--- config.mk ---
export PLATFORM = sky130hd
export DESIGN_NAME = color_sort_intake_controller
export DESIGN_NICKNAME = d
export VERILOG_FILES = /design/src/hw/rtl/csic_pkg.sv /design/src/hw/rtl/csic_cfg_regs.sv /design/src/hw/rtl/csic_core.sv /design/src/hw/rtl/color_sort_intake_controller.sv
export SDC_FILE = /design/constraint.sdc
export NUM_CORES = 1
export LEC_CHECK = 0
export BUFFER_PORTS_ARGS = -buffer_cell sky130_fd_sc_hd__buf_2
export CAP_MARGIN = 25
export CORE_ASPECT_RATIO = 0.6
export CORE_MARGIN = 10
export CORE_UTILIZATION = 60
export DETAILED_ROUTE_END_ITERATION = 16
export PLACE_DENSITY_LB_ADDON = 0.1
export SETUP_SLACK_MARGIN = 0.15
export SYNTH_ARGS = -nofsm -noshare
export SYNTH_HDL_FRONTEND = slang
export SYNTH_SLANG_ARGS = --single-unit
--- constraint.sdc ---
create_clock -name clk_i -period 12.5 [get_ports clk_i]
set_input_delay 2.5 -clock clk_i [delete_from_list [all_inputs] [get_ports clk_i]]
set_output_delay 2.5 -clock clk_i [all_outputs]
set_load 0.005 [all_outputs]
--- src/hw/rtl/csic_pkg.sv ---
// Shared types and constants for the color sort intake controller.
// Used by csic_cfg_regs, csic_core and color_sort_intake_controller.
package csic_pkg;

  // command codes carried in the input tuser
  typedef enum logic [1:0] {
    CMD_SAMPLE = 2'd0,
    CMD_START  = 2'd1,
    CMD_STOP   = 2'd2,
    CMD_RSVD   = 2'd3
  } cmd_e;

  // configuration register indexes
  typedef enum logic [2:0] {
    REG_DETECT_ENABLE  = 3'd0,
    REG_ALLIANCE_BLUE  = 3'd1,
    REG_PROX_REQUIRED  = 3'd2,
    REG_PROX_CUSHION   = 3'd3,
    REG_COLOR_THRESH   = 3'd4,
    REG_CALIB_WINDOW   = 3'd5,
    REG_FLING_TIMEOUT  = 3'd6,
    REG_REVERSE_TICKS  = 3'd7
  } cfg_idx_e;

  typedef enum logic [1:0] {
    CLS_NONE = 2'd0,
    CLS_BLUE = 2'd1,
    CLS_RED  = 2'd2
  } ring_class_e;

  localparam int unsigned CfgIdxW   = 3;
  localparam int unsigned CfgDataW  = 10;
  localparam int unsigned InDataW   = 56;
  localparam int unsigned OutDataW  = 24;

  localparam logic [7:0] PROX_REQUIRED_RST = 8'd80;
  localparam logic [7:0] PROX_CUSHION_RST  = 8'd29;
  localparam logic [9:0] COLOR_THRESH_RST  = 10'd64;
  localparam logic [7:0] CALIB_WINDOW_RST  = 8'd10;
  localparam logic [7:0] FLING_TIMEOUT_RST = 8'd50;
  localparam logic [7:0] REVERSE_TICKS_RST = 8'd20;

  localparam logic [7:0]         AMBIENT_PROX_RST = 8'd80;
  localparam logic signed [17:0] AMBIENT_DIFF_RST = -18'sd50;

  localparam logic signed [7:0] DRIVE_FULL      = 8'sd127;
  localparam logic signed [7:0] DRIVE_RED_FLING = 8'sd110;
  localparam logic [7:0]        STOP_REV_TICKS  = 8'd2;
  localparam logic [7:0]        COUNT_MAX       = 8'd255;

  typedef struct packed {
    logic       detect_enable;
    logic       alliance_blue;
    logic [7:0] prox_required;
    logic [7:0] prox_cushion;
    logic [9:0] color_threshold;
    logic [7:0] calib_window;
    logic [7:0] fling_timeout;
    logic [7:0] reverse_ticks;
  } cfg_t;

  typedef struct packed {
    logic        lift_propped;
    logic        button_press;
    logic [7:0]  proximity;
    logic [15:0] blue_level;
    logic [15:0] red_level;
    logic [7:0]  ring_target;
    cmd_e        command;
  } item_t;

  typedef struct packed {
    logic [7:0]        rings_counted;
    logic              counting_active;
    ring_class_e       ring_class;
    logic              wrong_color;
    logic              drive_valid;
    logic signed [7:0] intake_drive;
  } result_t;

endpackage

--- src/hw/rtl/csic_cfg_regs.sv ---
// Configuration register file for the intake controller.
// Depends on csic_pkg for register indexes, reset values and cfg_t.
module csic_cfg_regs import csic_pkg::*; (
  input  logic                clk_i,
  input  logic                rst_ni,
  input  logic                cfg_we_i,
  input  logic [CfgIdxW-1:0]  cfg_idx_i,
  input  logic [CfgDataW-1:0] cfg_wdata_i,
  output cfg_t                cfg_o
);

  cfg_t cfg_q;

  always_ff @(posedge clk_i or negedge rst_ni) begin
    if (!rst_ni) begin
      cfg_q.detect_enable   <= 1'b0;
      cfg_q.alliance_blue   <= 1'b0;
      cfg_q.prox_required   <= PROX_REQUIRED_RST;
      cfg_q.prox_cushion    <= PROX_CUSHION_RST;
      cfg_q.color_threshold <= COLOR_THRESH_RST;
      cfg_q.calib_window    <= CALIB_WINDOW_RST;
      cfg_q.fling_timeout   <= FLING_TIMEOUT_RST;
      cfg_q.reverse_ticks   <= REVERSE_TICKS_RST;
    end else if (cfg_we_i) begin
      case (cfg_idx_e'(cfg_idx_i))
        REG_DETECT_ENABLE: cfg_q.detect_enable   <= cfg_wdata_i[0];
        REG_ALLIANCE_BLUE: cfg_q.alliance_blue   <= cfg_wdata_i[0];
        REG_PROX_REQUIRED: cfg_q.prox_required   <= cfg_wdata_i[7:0];
        REG_PROX_CUSHION:  cfg_q.prox_cushion    <= cfg_wdata_i[7:0];
        REG_COLOR_THRESH:  cfg_q.color_threshold <= cfg_wdata_i[9:0];
        REG_CALIB_WINDOW:  cfg_q.calib_window    <= cfg_wdata_i[7:0];
        REG_FLING_TIMEOUT: cfg_q.fling_timeout   <= cfg_wdata_i[7:0];
        REG_REVERSE_TICKS: cfg_q.reverse_ticks   <= cfg_wdata_i[7:0];
        default: ;
      endcase
    end
  end

  assign cfg_o = cfg_q;

endmodule

--- src/hw/rtl/csic_core.sv ---
// Per-sample update: ambient tracking, classification, fling and count sequencing.
// Holds the controller state; depends on csic_pkg for item, result and config types.
module csic_core import csic_pkg::*; (
  input  logic    clk_i,
  input  logic    rst_ni,
  input  cfg_t    cfg_i,
  input  logic    step_i,
  input  item_t   item_i,
  output result_t res_o
);

  typedef enum logic [1:0] {
    PH_IDLE      = 2'd0,
    PH_FLING     = 2'd1,
    PH_FLING_REV = 2'd2,
    PH_STOP_REV  = 2'd3
  } phase_e;

  logic [7:0]         amb_prox_q, amb_prox_d;
  logic signed [17:0] amb_diff_q, amb_diff_d;
  logic               filter_q, filter_d;
  logic               seen_q, seen_d;
  logic               count_mode_q, count_mode_d;
  logic [7:0]         seen_cnt_q, seen_cnt_d;
  logic [7:0]         target_q, target_d;
  phase_e             phase_q, phase_d;
  logic [7:0]         ticks_q, ticks_d;
  logic               fling_red_q, fling_red_d;

  logic [7:0]         amb_new;
  logic [7:0]         rise;
  logic signed [17:0] diff;
  logic signed [17:0] amb_diff_new;
  logic signed [17:0] rel;
  logic signed [17:0] thr;
  logic               is_blue, is_red, present, reject, still_there;
  logic [7:0]         cnt_inc;
  result_t            res;

  // datapath shared by the idle and fling branches
  always_comb begin
    amb_new      = (item_i.proximity < amb_prox_q) ? item_i.proximity : amb_prox_q;
    rise         = item_i.proximity - amb_new;
    diff         = $signed({2'b00, item_i.blue_level}) - $signed({2'b00, item_i.red_level});
    amb_diff_new = (rise <= cfg_i.calib_window) ? diff : amb_diff_q;
    rel          = diff - amb_diff_new;
    thr          = $signed({8'd0, cfg_i.color_threshold});
    is_blue      = rel > thr;
    is_red       = rel < -thr;
    present      = rise > cfg_i.prox_required;
    reject       = is_blue ? !cfg_i.alliance_blue : cfg_i.alliance_blue;
    still_there  = {1'b0, item_i.proximity} > ({1'b0, amb_prox_q} + {1'b0, cfg_i.prox_cushion});
    cnt_inc      = (seen_cnt_q != COUNT_MAX) ? seen_cnt_q + 8'd1 : seen_cnt_q;
  end

  always_comb begin
    amb_prox_d   = amb_prox_q;
    amb_diff_d   = amb_diff_q;
    filter_d     = filter_q;
    seen_d       = seen_q;
    count_mode_d = count_mode_q;
    seen_cnt_d   = seen_cnt_q;
    target_d     = target_q;
    phase_d      = phase_q;
    ticks_d      = ticks_q;
    fling_red_d  = fling_red_q;
    res          = '0;

    case (item_i.command)
      CMD_START: begin
        count_mode_d = 1'b1;
        target_d     = item_i.ring_target;
        seen_cnt_d   = 8'd0;
      end
      CMD_STOP: begin
        count_mode_d = 1'b0;
      end
      default: begin
        case (phase_q)
          PH_FLING: begin
            res.drive_valid = 1'b1;
            res.wrong_color = 1'b1;
            if (still_there && ticks_q < cfg_i.fling_timeout) begin
              res.intake_drive = fling_red_q ? DRIVE_RED_FLING : DRIVE_FULL;
              ticks_d          = ticks_q + 8'd1;
            end else begin
              res.intake_drive = -DRIVE_FULL;
              phase_d          = PH_FLING_REV;
              ticks_d          = 8'd1;
            end
          end
          PH_FLING_REV: begin
            res.drive_valid = 1'b1;
            if (ticks_q < cfg_i.reverse_ticks) begin
              res.intake_drive = -DRIVE_FULL;
              res.wrong_color  = 1'b1;
              ticks_d          = ticks_q + 8'd1;
            end else begin
              res.intake_drive = DRIVE_FULL;
              phase_d          = PH_IDLE;
              ticks_d          = 8'd0;
            end
          end
          PH_STOP_REV: begin
            res.drive_valid = 1'b1;
            if (ticks_q < STOP_REV_TICKS) begin
              res.intake_drive = -DRIVE_FULL;
              ticks_d          = ticks_q + 8'd1;
            end else begin
              phase_d = PH_IDLE;
              ticks_d = 8'd0;
            end
          end
          default: begin
            if (!item_i.lift_propped) begin
              amb_prox_d = amb_new;
              amb_diff_d = amb_diff_new;
              if (cfg_i.detect_enable) begin
                if (present && !seen_q) begin
                  if (is_blue || is_red) begin
                    res.ring_class = is_blue ? CLS_BLUE : CLS_RED;
                    if (reject) begin
                      if (filter_q) begin
                        res.intake_drive = DRIVE_FULL;
                        res.drive_valid  = 1'b1;
                        res.wrong_color  = 1'b1;
                        phase_d          = PH_FLING;
                        ticks_d          = 8'd0;
                        fling_red_d      = is_red;
                      end
                    end else if (count_mode_q) begin
                      seen_d     = 1'b1;
                      seen_cnt_d = cnt_inc;
                      // target reached: stop with a short reverse
                      if (cnt_inc >= target_q) begin
                        res.intake_drive = -DRIVE_FULL;
                        res.drive_valid  = 1'b1;
                        phase_d          = PH_STOP_REV;
                        ticks_d          = 8'd1;
                        count_mode_d     = 1'b0;
                      end
                    end
                  end
                end else if (!present) begin
                  seen_d = 1'b0;
                end
              end
              if (item_i.button_press) begin
                filter_d = !filter_q;
              end
            end
          end
        endcase
      end
    endcase

    res.counting_active = count_mode_d;
    res.rings_counted   = seen_cnt_d;
  end

  always_ff @(posedge clk_i or negedge rst_ni) begin
    if (!rst_ni) begin
      amb_prox_q   <= AMBIENT_PROX_RST;
      amb_diff_q   <= AMBIENT_DIFF_RST;
      filter_q     <= 1'b0;
      seen_q       <= 1'b0;
      count_mode_q <= 1'b0;
      seen_cnt_q   <= 8'd0;
      target_q     <= 8'd0;
      phase_q      <= PH_IDLE;
      ticks_q      <= 8'd0;
      fling_red_q  <= 1'b0;
    end else if (step_i) begin
      amb_prox_q   <= amb_prox_d;
      amb_diff_q   <= amb_diff_d;
      filter_q     <= filter_d;
      seen_q       <= seen_d;
      count_mode_q <= count_mode_d;
      seen_cnt_q   <= seen_cnt_d;
      target_q     <= target_d;
      phase_q      <= phase_d;
      ticks_q      <= ticks_d;
      fling_red_q  <= fling_red_d;
    end
  end

  assign res_o = res;

endmodule

--- src/hw/rtl/color_sort_intake_controller.sv ---
// Top level of the color sort intake controller: stream ports, input and result registers.
// Depends on csic_pkg, csic_cfg_regs and csic_core.

// One sensor sample or command per beat, one result beat per input beat. The block takes a
// new beat every cycle as long as the result side keeps up: an input register feeds the
// state update in csic_core, whose result lands in an output register, so each beat passes
// through the input register, the update logic and then the output register. Backpressure
// on the result side stalls the input side only once both registers are full. Configuration
// writes take effect on the next cycle and are meant to be issued while no beats are in
// flight.
module color_sort_intake_controller import csic_pkg::*; (
  input  logic                clk_i,
  input  logic                rst_ni,
  input  logic                s_axis_tvalid,
  output logic                s_axis_tready,
  // ring_target[7:0], red_level[23:8], blue_level[39:24], proximity[47:40],
  // button_press[48], lift_propped[49], zero fill [55:50]
  input  logic [InDataW-1:0]  s_axis_tdata,
  // command[1:0]
  input  logic [1:0]          s_axis_tuser,
  output logic                m_axis_tvalid,
  input  logic                m_axis_tready,
  // intake_drive[7:0], drive_valid[8], wrong_color[9], ring_class[11:10],
  // counting_active[12], rings_counted[20:13], zero fill [23:21]
  output logic [OutDataW-1:0] m_axis_tdata,
  input  logic                cfg_we_i,
  input  logic [CfgIdxW-1:0]  cfg_idx_i,
  input  logic [CfgDataW-1:0] cfg_wdata_i
);

  cfg_t    cfg;
  item_t   item_q;
  logic    in_valid_q;
  result_t res;
  result_t res_q;
  logic    out_valid_q;
  logic    advance;
  logic    in_take;

  assign advance       = in_valid_q && (!out_valid_q || m_axis_tready);
  assign s_axis_tready = !in_valid_q || advance;
  assign in_take       = s_axis_tvalid && s_axis_tready;

  csic_cfg_regs u_cfg (
    .clk_i       (clk_i),
    .rst_ni      (rst_ni),
    .cfg_we_i    (cfg_we_i),
    .cfg_idx_i   (cfg_idx_i),
    .cfg_wdata_i (cfg_wdata_i),
    .cfg_o       (cfg)
  );

  csic_core u_core (
    .clk_i  (clk_i),
    .rst_ni (rst_ni),
    .cfg_i  (cfg),
    .step_i (advance),
    .item_i (item_q),
    .res_o  (res)
  );

  always_ff @(posedge clk_i or negedge rst_ni) begin
    if (!rst_ni) begin
      in_valid_q  <= 1'b0;
      out_valid_q <= 1'b0;
    end else begin
      if (in_take) begin
        in_valid_q <= 1'b1;
      end else if (advance) begin
        in_valid_q <= 1'b0;
      end
      if (advance) begin
        out_valid_q <= 1'b1;
      end else if (m_axis_tready) begin
        out_valid_q <= 1'b0;
      end
    end
  end

  // payload registers
  always_ff @(posedge clk_i) begin
    if (in_take) begin
      item_q.command      <= cmd_e'(s_axis_tuser);
      item_q.ring_target  <= s_axis_tdata[7:0];
      item_q.red_level    <= s_axis_tdata[23:8];
      item_q.blue_level   <= s_axis_tdata[39:24];
      item_q.proximity    <= s_axis_tdata[47:40];
      item_q.button_press <= s_axis_tdata[48];
      item_q.lift_propped <= s_axis_tdata[49];
    end
    if (advance) begin
      res_q <= res;
    end
  end

  assign m_axis_tvalid = out_valid_q;
  assign m_axis_tdata  = {3'b000, res_q};

`ifndef NO_ASSERTIONS
  // input side stalls only when both registers are full and the result is not taken
  a_stall_cause: assert property (@(posedge clk_i) disable iff (!rst_ni)
    !s_axis_tready |-> (in_valid_q && out_valid_q && !m_axis_tready))
    else $error("input stalled without a full pipeline");

  // an undriven result carries zero power
  a_idle_drive: assert property (@(posedge clk_i) disable iff (!rst_ni)
    (m_axis_tvalid && !m_axis_tdata[8]) |-> (m_axis_tdata[7:0] == 8'd0))
    else $error("nonzero drive while drive_valid is low");

  // a fling always commands the intake
  a_wrong_drives: assert property (@(posedge clk_i) disable iff (!rst_ni)
    (m_axis_tvalid && m_axis_tdata[9]) |-> m_axis_tdata[8])
    else $error("wrong_color without drive_valid");

  // an item that passes through the update produces a result on the next cycle
  a_advance_out: assert property (@(posedge clk_i) disable iff (!rst_ni)
    advance |=> m_axis_tvalid)
    else $error("result register not loaded after update");
`endif

endmodule
==> summary.md, run 1 <==
| Metric | Value |
|---|---|
| Site row count | `41` |
| CP startpoint | `item_q[43]` |
| Die X | `209 microns` |
| Grt total ovfl | `0` |
| Total negative slack | `0 ns` |
| Critical path capture point | `m_axis_tdata[16]` |
| Reg2Reg Launch Point | `item_q[43]` |
| All-Layer GR Usage | `0.218` |
| Post-synthesis simple-gate area fraction | `0.158` |
| Inserted Clock Buffers | `17` |
| Core area | `0.0210 sq mm` |
| Worst min-delay path category | `reg -> reg` |
| Xor and xnor fraction of the mapped netlist area | `0.0335` |
| Placed Cells | `1642` |
| Hold violation count in the final report | `0` |
| Share of cells above drive strength 1 | `0.181` |
| Util after Layout | `0.672` |
| Post-cts hold buffer count | `0` |
| CP arrival | `11.36 ns` |
| Router iterations before antenna repair | `5` |
| DRC errors left | `0` |
| Critical Path Max Stage Delay | `0.67 ns` |
| Yosys Warn Count | `0` |
| Die height | `133 microns` |
| Distinct cell type count after synthesis | `89` |
| Startpoint types | `flip-flop` |
| Vias in the first global route | `10004` |
| Pwr Density | `216 mW/mm^2` |
| Area Growth Syn to Fin | `10.1%` |
| Worst-path clk slew | `0.07 ns` |
| First-pass GRT wire length | `50300 microns` |
| Drt total wl | `30600 microns` |
| Clk_skew | `0.0111 ns` |
| Post-route ant nets | `0` |
| Post-CTS sizing | `0` |
| Post-synthesis sequential area ratio | `0.380` |
| Non-Filler Instances | `1677` |
| Cells after Synth | `1307` |
| Dpl ws | `1.49 ns` |
| CTS tree | `built` |
| Slew Viols, Final | `0` |
| EDFF count, synth | `69` |
| Crit share post-route | `0.895` |
| Mux cell area share after synthesis | `0.0731` |
| Leakage | `6.30 nW` |
| Largest family of logic cells by synthesized area | `compound AO/OA/AOI/OAI gates` |
| Total power | `3.05 mW` |
| Root buffer cell | `clkbuf_16` |
| R2r setup slk | `1.31 ns` |
| Post-CTS Setup Inserts | `0` |
| Hold_ws | `0.478 ns` |
| Maximum number of pins on one net before global-route repair | `78` |
| Post-synthesis compound-gate area fraction | `0.167` |
| GP Congestion | `0.921` |
| Asr flop ratio synth | `0.615` |
| Synth Flop Type | `dfrtp_1` |
| Slew Limit Headroom | `0.300` |
| Clock latency on the worst-skew pair | `0.45 ns` |
| Mapped Avg Cell Area | `9.80 sq um` |
| HPWL after detailed placement | `22600 microns` |
| Fin crit period | `11.19 ns` |
| MaxCap Viol Count | `0` |
| #FFs+latches synth | `179` |
| Crit path kind | `reg -> reg` |
| Clk sinks | `179` |
| Peak VDD IR | `0.133 mV` |
| Setup WS post-layout | `1.31 ns` |
| RSZ-0062 raised after global routing | `no` |
| Wire per inst | `18.3 microns` |
| Design area | `0.0141 sq mm` |
| Setup violations, final | `0` |
| Final Net Count | `1598` |
| Crit path required time | `12.67 ns` |
| Initial antenna violation count | `3` |
| Max Fclk | `0.0894 GHz` |
| Fillcell total | `1702` |
| Tightest Pin Transition | `1.05 ns` |
| Outcome | `finished, final reports clean` |
| Critical path capture point type | `flip-flop` |
| CP Buf/Inv Count | `3` |
| Io pins | `102` |
| Placed cell areas | `0.0135 sq mm` |
| H-tree depth | `4` |
| Vias per cell | `6.07` |
| WP depth | `47` |
| Synth Cell Area | `0.0128 sq mm` |
| Drt first-iter violations | `750` |
| Largest fanout on the critical path | `14` |
| Clock Path Buffers | `2` |
| Die area | `0.0278 sq mm` |
| Adder-Cell Fraction of Synth Area | `0.137` |
| R2R depth | `47` |
| Top Family by Delay on Critical Path | `compound AO/OA/AOI/OAI gates` |
| RR Endpoint | `m_axis_tdata[16]` |
| Initial Utilization | `0.610` |
| Slowest CP cell | `a41oi_1` |
| Via Count | `10186` |
| IO buf count | `92` |
-- cell type report --
class                   instances  area [sq um]  share of cell area
diodes                          1          2.50            0.000177
clock buffers                  19           443              0.0314
clock inverters                13           151              0.0107
inverters                     108           405              0.0288
multi-input cells             973          7300               0.518
flip-flops and latches        179          4860               0.345
well taps                     279           349              0.0248
repair buffers                105           581              0.0412
-- worst min-delay path by stage --
stage                           end  slack (ns)                  from  cells after the start
3_3_place_gp     u_core.target_q[5]        0.46             item_q[7]                      1
4_1_cts          u_core.target_q[2]        0.48             item_q[4]                      1
3_5_place_dp     u_core.target_q[2]        0.46             item_q[4]                      1
5_1_grt        u_core.amb_diff_q[9]        0.50  u_core.amb_diff_q[9]                      2
6_report         u_core.target_q[2]        0.48             item_q[4]                      1
2_1_floorplan  u_core.amb_diff_q[0]        0.45  u_core.amb_diff_q[0]                      2
-- worst register-to-register path, delay by kind of cell (launching register included) --
kind / cells / cell delay, ns
buffers and inverters: 3 / 0.71
AOI/OAI and AO/OA: 22 / 4.47
and+or+nand+nor: 14 / 3.05
xor gates and xnor gates: 1 / 0.27
DFF: 1 / 0.46
muxes: 2 / 0.49
adders and majority gates: 5 / 1.51
-- cell families after synthesis --
| group | after synthesis |
|---|---|
| AO/OA/AOI/OAI | 311 |
| AND/OR/NAND/NOR | 388 |
| flip-flops | 179 |
| XOR/XNOR | 46 |
| multiplexers | 86 |
| buffers and inverters | 157 |
| other | 1 |
| adder cells (fa/ha/maj) | 139 |
-- flip-flops by register name (all words and copies together), names as in the netlist --
name / count
u_core.fling_red_q: 1
u_core.seen_cnt_q: 8
u_core.phase_q: 2
u_core.count_mode_q: 1
u_core.amb_diff_q: 18
m_axis_tvalid: 1
u_cfg.cfg_o: 52
u_core.seen_q: 1
in_valid_q: 1
u_core.filter_q: 1
u_core.ticks_q: 8
u_core.target_q: 8
m_axis_tdata: 17
item_q: 52
u_core.amb_prox_q: 8
-- layer usage --
layer	part of all wire	track usage	routed length [microns]	up-vias
met5	0.00069	0	21	-
met4	0.014	0.0581	438	4
met3	0.066	0.0521	2020	45
met2	0.44	0.337	13500	311
met1	0.48	0.300	14600	4929
li1	-	-	-	4897
-- layout by cell type, fill, tap and decap left out, types with 26 or more instances in the layout --
| master | count |
|---|---|
| o21ai_0 | 70 |
| a21o_1 | 39 |
| a21oi_1 | 64 |
| nor2_1 | 67 |
| inv_1 | 107 |
| dfstp_2 | 31 |
| buf_2 | 91 |
| edfxtp_1 | 69 |
| dfrtp_1 | 79 |
| mux2i_1 | 26 |
| ha_1 | 135 |
| xnor2_1 | 32 |
| mux2_2 | 60 |
| nand2_1 | 108 |
-- cells in the mapped netlist, types with 25 or more instances --
master	count	share of area
ha_1	135	0.13
nand2_1	108	0.032
inv_1	107	0.031
dfrtp_1	79	0.15
o21ai_0	70	0.027
edfxtp_1	69	0.16
nor2_1	67	0.020
a21oi_1	64	0.025
mux2_2	60	0.053
a21o_1	39	0.023
clkbuf_1	34	0.010
xnor2_1	32	0.022
dfstp_2	31	0.064
mux2i_1	26	0.020
nand2b_1	25	0.012
nor3_1	25	0.0098
-- report_power, final --
part / switching, mW / internal (mW)
logic: 0.976 / 0.698
registers: 0.104 / 0.724
clock network: 0.245 / 0.303
Power figures use the tool's default switching activity.
==> run 2: changes to the inputs <==
--- a/config.mk
+++ b/config.mk
@@ -5,6 +5,7 @@
 export SDC_FILE = /design/constraint.sdc
 export NUM_CORES = 1
 export LEC_CHECK = 0
+export ABC_AREA = 1
 export BUFFER_PORTS_ARGS = -buffer_cell sky130_fd_sc_hd__buf_2
 export CAP_MARGIN = 25
 export CORE_ASPECT_RATIO = 0.6
==> summary.md, run 2 <==
| Metric | Value |
|---|---|
| WHS Path Cells | `2` |
| CTS tree | `built` |
| Wire per inst | `15.7 microns` |
| Placed Cells | `1792` |
| Vias per cell | `5.44` |
| Clock Path Buffers | `2` |
| Via Count | `9921` |
| Max Fclk | `0.109 GHz` |
| Root buffer cell | `clkbuf_16` |
| Asr flop ratio synth | `0.615` |
| Post-route ant nets | `0` |
| Non-Filler Instances | `1824` |
| Largest family of logic cells by synthesized area | `simple AND/OR/NAND/NOR gates` |
| Fillcell total | `1653` |
| WP depth | `48` |
| Die X | `203 microns` |
| Most frequent cells in the layout | `nand2_1, inv_1, ha_1, o21ai_0, buf_2` |
| DRC errors left | `0` |
| Core area | `0.0199 sq mm` |
| Final Net Count | `1752` |
| Footprint of the multi-input gates | `0.00627 sq mm` |
| GP Congestion | `0.926` |
| Crit share post-route | `0.732` |
| Post-synthesis sequential area ratio | `0.403` |
| Top Family by Delay on Critical Path | `simple AND/OR/NAND/NOR gates` |
| Clk_skew | `0.0148 ns` |
| Initial Utilization | `0.607` |
| Commonest non-fill, non-tap cell in the layout | `nand2_1` |
| Setup violations, final | `0` |
| Router iterations before antenna repair | `6` |
| Clock latency on the worst-skew pair | `0.45 ns` |
| EDFF count, synth | `69` |
| Post-cts hold buffer count | `0` |
| Vias in the first global route | `9330` |
| R2R depth | `48` |
| All-Layer GR Usage | `0.222` |
| Synth Cell Area | `0.0121 sq mm` |
| Largest fanout on the critical path | `20` |
| Area leader, netlist | `edfxtp_1` |
| Drt first-iter violations | `1041` |
| Fin crit period | `9.15 ns` |
| Worst min-delay path category | `reg -> reg` |
| Slew Viols, Final | `0` |
| Diodes inserted | `0` |
| Critical Path Max Stage Delay | `0.51 ns` |
| Clk sinks | `179` |
| HPWL after detailed placement | `22300 microns` |
| Cells after Synth | `1450` |
| IO buf count | `92` |
| Yosys Warn Count | `0` |
| Area Growth Syn to Fin | `11.1%` |
| Inserted Clock Buffers | `17` |
| First-pass GRT wire length | `47100 microns` |
| Share of cells above drive strength 1 | `0.135` |
| Grt total ovfl | `0` |
| Worst-path clk slew | `0.07 ns` |
| CP arrival | `9.48 ns` |
| Hold violation count in the final report | `0` |
| Drt total wl | `28700 microns` |
| Synth area leaders | `edfxtp_1, dfrtp_1, ha_1` |
| Xor and xnor fraction of the mapped netlist area | `0.0376` |
| RSZ-0062 raised after global routing | `no` |
| Mux cell area share after synthesis | `0.00591` |
| Post-synthesis compound-gate area fraction | `0.121` |
| Most frequent cell after synthesis | `nand2_1` |
| Post-synth top cells | `nand2_1, inv_1, ha_1` |
| Mapped Avg Cell Area | `8.32 sq um` |
| Slowest CP cell | `edfxtp_1` |
| Total negative slack | `0 ns` |
| Critical path capture point type | `flip-flop` |
| Most used cell, CP | `nand2_1` |
| Maximum number of pins on one net before global-route repair | `57` |
| Synth Flop Type | `dfrtp_1` |
| Crit path kind | `reg -> reg` |
| FF+latch area | `0.00486 sq mm` |
| Yosys top cell area share | `0.172` |
| Die height | `130 microns` |
| #FFs+latches synth | `179` |
| Outcome | `finished, final reports clean` |
| Site row count | `40` |
| Post-synthesis simple-gate area fraction | `0.209` |
| Tightest Pin Transition | `0.962 ns` |
| CP Buf/Inv Count | `4` |
| Initial antenna violation count | `0` |
| Distinct cell type count after synthesis | `61` |
| Adder-Cell Fraction of Synth Area | `0.145` |
| Io pins | `102` |
| H-tree depth | `4` |
| Die area | `0.0264 sq mm` |
| Crit path required time | `12.83 ns` |
| Slew Limit Headroom | `0.358` |
| Post-CTS Setup Inserts | `0` |
| Post-CTS sizing | `0` |
| MaxCap Viol Count | `0` |
| Startpoint types | `flip-flop` |
==> run 2: path summary, 6_finish.rpt <==
| check | from | end | slack [ns] |
|---|---|---|---|
| worst max-delay path | item_q[43] | u_core.ticks_q[4] | 3.35 |
| worst min-delay path | u_cfg.cfg_o[22] | u_cfg.cfg_o[22] | 0.49 |
| worst max register to register | item_q[43] | u_core.ticks_q[4] | 3.35 |
| worst min register to register | u_cfg.cfg_o[22] | u_cfg.cfg_o[22] | 0.49 |
| max in group asynchronous | rst_ni | u_core.amb_prox_q[0] | 9.22 |
| min in group asynchronous | rst_ni | u_core.amb_diff_q[5] | 2.11 |
==> run 2: area by class of cell <==
class                   instances  share of cell area
well taps                     273              0.0255
multi-input cells            1032               0.468
inverters                     212              0.0594
clock buffers                  18              0.0320
clock inverters                14              0.0146
flip-flops and latches        179               0.363
repair buffers                 96              0.0377
==> run 2: cell families (layout without fill, tap and decap cells) <==
| logic type | after synthesis | count (layout) |
|---|---|---|
| fa+ha+maj | 138 | 138 |
| other cells | 1 | 3 |
| mux | 7 | 7 |
| flops | 179 | 179 |
| xor+xnor | 51 | 51 |
| buf+inv | 241 | 340 |
| simple gates | 570 | 570 |
| compound gates | 263 | 263 |
==> run 2: stage by stage <==
stage          cell area, sq um   util  setup WS, ns  hold WS, ns
2_1_floorplan             12100      -          4.97        0.449
3_3_place_gp              12800  0.642          3.60        0.462
3_5_place_dp              12800  0.643          3.49        0.475
4_1_cts                   13400  0.675          3.39        0.492
5_1_grt                   13400  0.675          2.43        0.504
6_report                  13400  0.675          3.35        0.487
==> run 2: worst reg2reg max path, delay by kind of cell (launching register included) <==
| family | cells | cell delay (ns) |
|---|---|---|
| mux | 1 | 0.23 |
| fa+ha+maj | 5 | 1.72 |
| flops | 1 | 0.51 |
| xor+xnor | 3 | 0.83 |
| buf+inv | 4 | 0.50 |
| compound gates | 14 | 2.38 |
| simple gates | 21 | 2.88 |
==> run 2: layer usage <==
metal / GRT usage / routed length (microns) / up-vias
met1: 0.350 / 15200 / 4566
met3: 0.0562 / 2310 / 20
met5: 0 / 0 / -
met4: 0.0441 / 184 / 0
li1: - / - / 5006
met2: 0.294 / 11000 / 329
Power of run 2 is left out: the tool's default activity adds up to more than one toggle a clock period on the data nets, which glitch-free logic cannot reach.
==> run 3: changes to the inputs <==
--- a/config.mk
+++ b/config.mk
@@ -5,12 +5,12 @@
 export SDC_FILE = /design/constraint.sdc
 export NUM_CORES = 1
 export LEC_CHECK = 0
-export ABC_AREA = 1
+export ABC_AREA = 0
 export BUFFER_PORTS_ARGS = -buffer_cell sky130_fd_sc_hd__buf_2
 export CAP_MARGIN = 25
 export CORE_ASPECT_RATIO = 0.6
 export CORE_MARGIN = 10
-export CORE_UTILIZATION = 60
+export CORE_UTILIZATION = 56
 export DETAILED_ROUTE_END_ITERATION = 16
 export PLACE_DENSITY_LB_ADDON = 0.1
 export SETUP_SLACK_MARGIN = 0.15
==> constraint.sdc (replaced) <==
create_clock -name clk_i -period 7.5 [get_ports clk_i]
set_input_delay 1.5 -clock clk_i [delete_from_list [all_inputs] [get_ports clk_i]]
set_output_delay 1.5 -clock clk_i [all_outputs]
set_load 0.005 [all_outputs]
==> summary.md, run 3 (synthesis gave the netlist of run 1 again) <==
| Metric | Value |
|---|---|
| Post-cts hold buffer count | `0` |
| Hold path startpoint | `u_core.amb_diff_q[11]` |
| Outcome | `finished with violations` |
| R2r setup slk | `-1.59 ns` |
| Slew Limit Headroom | `0.349` |
| Sequential Power Share | `0.215` |
| Crit share post-route | `1.21` |
| MaxCap Viol Count | `0` |
| H-tree depth | `4` |
| Hold_ws | `0.484 ns` |
| Switching Share | `0.416` |
| GP Congestion | `0.899` |
| CP Buf/Inv Count | `6` |
| Initial Utilization | `0.575` |
| Router iterations before antenna repair | `5` |
| Crit path kind | `reg -> reg` |
| Die area | `0.0295 sq mm` |
| P_int | `3.74 mW` |
| Inserted Clock Buffers | `17` |
| Fin crit period | `9.09 ns` |
| Non-Filler Instances | `1887` |
| Via Count | `10914` |
| Leakage | `7.29 nW` |
| Commonest non-fill, non-tap cell in the layout | `buf_4` |
| Wire per inst | `18.0 microns` |
| Design area | `0.0161 sq mm` |
| Max Fclk | `0.110 GHz` |
| Vias in the first global route | `10553` |
| Io pins | `102` |
| Peak VDD IR | `0.235 mV` |
| Area Growth Syn to Fin | `25.8%` |
| Hold violation count in the final report | `0` |
| Worst-path clk slew | `0.07 ns` |
| Critical Path Max Stage Delay | `0.58 ns` |
| Startpoint types | `flip-flop` |
| Drt first-iter violations | `787` |
| Placed cell areas | `0.0148 sq mm` |
| Most frequent cells in the layout | `buf_4, ha_1, nand2_1, inv_1, buf_2` |
| Pwr Density | `398 mW/mm^2` |
| Clock Path Buffers | `2` |
| Vias per cell | `5.78` |
| Core area | `0.0223 sq mm` |
| WHS Path Cells | `2` |
| Clock latency on the worst-skew pair | `0.46 ns` |
| Clk sinks | `179` |
| Die X | `215 microns` |
| First-pass GRT wire length | `53500 microns` |
| Most used cell, CP | `a21o_1` |
| All-Layer GR Usage | `0.224` |
| RR Endpoint | `u_core.seen_cnt_q[2]` |
| CTS tree | `built` |
| Net load switching power | `2.67 mW` |
| HPWL after detailed placement | `24300 microns` |
| Maximum number of pins on one net before global-route repair | `74` |
| Site row count | `42` |
| RSZ-0062 raised after global routing | `yes` |
| Top Family by Delay on Critical Path | `compound AO/OA/AOI/OAI gates` |
| Post-route ant nets | `0` |
| Largest fanout on the critical path | `8` |
| Grt total ovfl | `0` |
| Slowest CP cell | `or4bb_4` |
| Setup violations, final | `38` |
| Critical path capture point type | `flip-flop` |
| CP arrival | `9.44 ns` |
| IO buf count | `92` |
| Setup WS post-layout | `-1.59 ns` |
| R2R depth | `47` |
| Root buffer cell | `clkbuf_16` |
| Reg2Reg Launch Point | `u_core.amb_prox_q[1]` |
| Drt total wl | `34000 microns` |
| DRC errors left | `0` |
| Die height | `137 microns` |
| Hold EP | `u_core.amb_diff_q[11]` |
| Final Net Count | `1778` |
| Slew Viols, Final | `0` |
| Comb pwr share | `0.649` |
| Worst min-delay path category | `reg -> reg` |
| Initial antenna violation count | `2` |
| Clk_skew | `0.0139 ns` |
| Failing checks | `negative setup slack` |
| Crit path required time | `7.86 ns` |
| Total negative slack | `-55.66 ns` |
| Placed Cells | `1808` |
| Clock power share | `0.137` |
| Share of cells above drive strength 1 | `0.327` |
| Tightest Pin Transition | `0.972 ns` |
==> run 3: tightest hold or removal path, cell delays in order (launching register included) <==
cell and delay [ns]:
dfstp_2 0.37, nand2_1 0.04, o21ai_0 0.06
==> run 3: power groups by stage <==
stage	sequential, mW	combinational [mW]	clock, mW
2_1_floorplan	1.32	2.26	0
3_3_place_gp	1.38	3.35	0
3_5_place_dp	1.39	3.45	0
4_1_cts	1.37	3.74	0.885
5_1_grt	1.40	4.53	0.923
6_report	1.38	4.16	0.876
==> run 3: metal layers <==
metal  track usage  vias to the layer above  wire (microns)
li1              -                     5269               -
met1         0.309                     5314           16100
met2         0.359                      299           15600
met3        0.0461                       32            2080
met4        0.0467                        0             318
met5             0                        -               0
==> run 3: worst max-delay path by stage <==
stage / from / endpoint / slack (ns) / depth (start not counted)
after floorplan: u_core.amb_prox_q[1] / m_axis_tdata[19] / -1.31 / 47
after global placement: u_core.amb_prox_q[1] / m_axis_tdata[16] / -1.29 / 47
after global routing: u_core.amb_prox_q[1] / u_core.seen_cnt_q[2] / -2.00 / 48
final: u_core.amb_prox_q[1] / u_core.seen_cnt_q[2] / -1.59 / 47
after detailed placement: u_core.amb_prox_q[1] / m_axis_tdata[16] / -1.58 / 47
after CTS: u_core.amb_prox_q[1] / u_core.seen_cnt_q[0] / -1.36 / 48
==> run 3: final cells by class <==
class | count | area, sq um
diodes | 2 | 5.00
clock buffers | 19 | 443
clock inverters | 13 | 114
fillers | 1637 | 6170
inverters | 108 | 405
multi-input cells | 973 | 7870
flip-flops and latches | 179 | 4860
well taps | 308 | 385
repair buffers | 285 | 2030
==> run 3: repair_timing <==
| action | 4_1_cts | 5_1_grt |
|---|---|---|
| pin swaps | 40 | 59 |
| endpoints found under the setup margin | 38 | 38 |
| resized for setup | 40 | 58 |
| buffers inserted | 23 | 20 |
| cloned | 1 | 1 |
==> run 3: stage by stage <==
step | utilization | worst slack (ns) | power, mW
2_1_floorplan | - | -1.31 | 3.58
3_3_place_gp | 0.662 | -1.29 | 4.72
4_1_cts | 0.702 | -1.36 | 5.99
6_report | 0.723 | -1.59 | 6.42
3_5_place_dp | 0.662 | -1.58 | 4.84
5_1_grt | 0.723 | -2.00 | 6.86
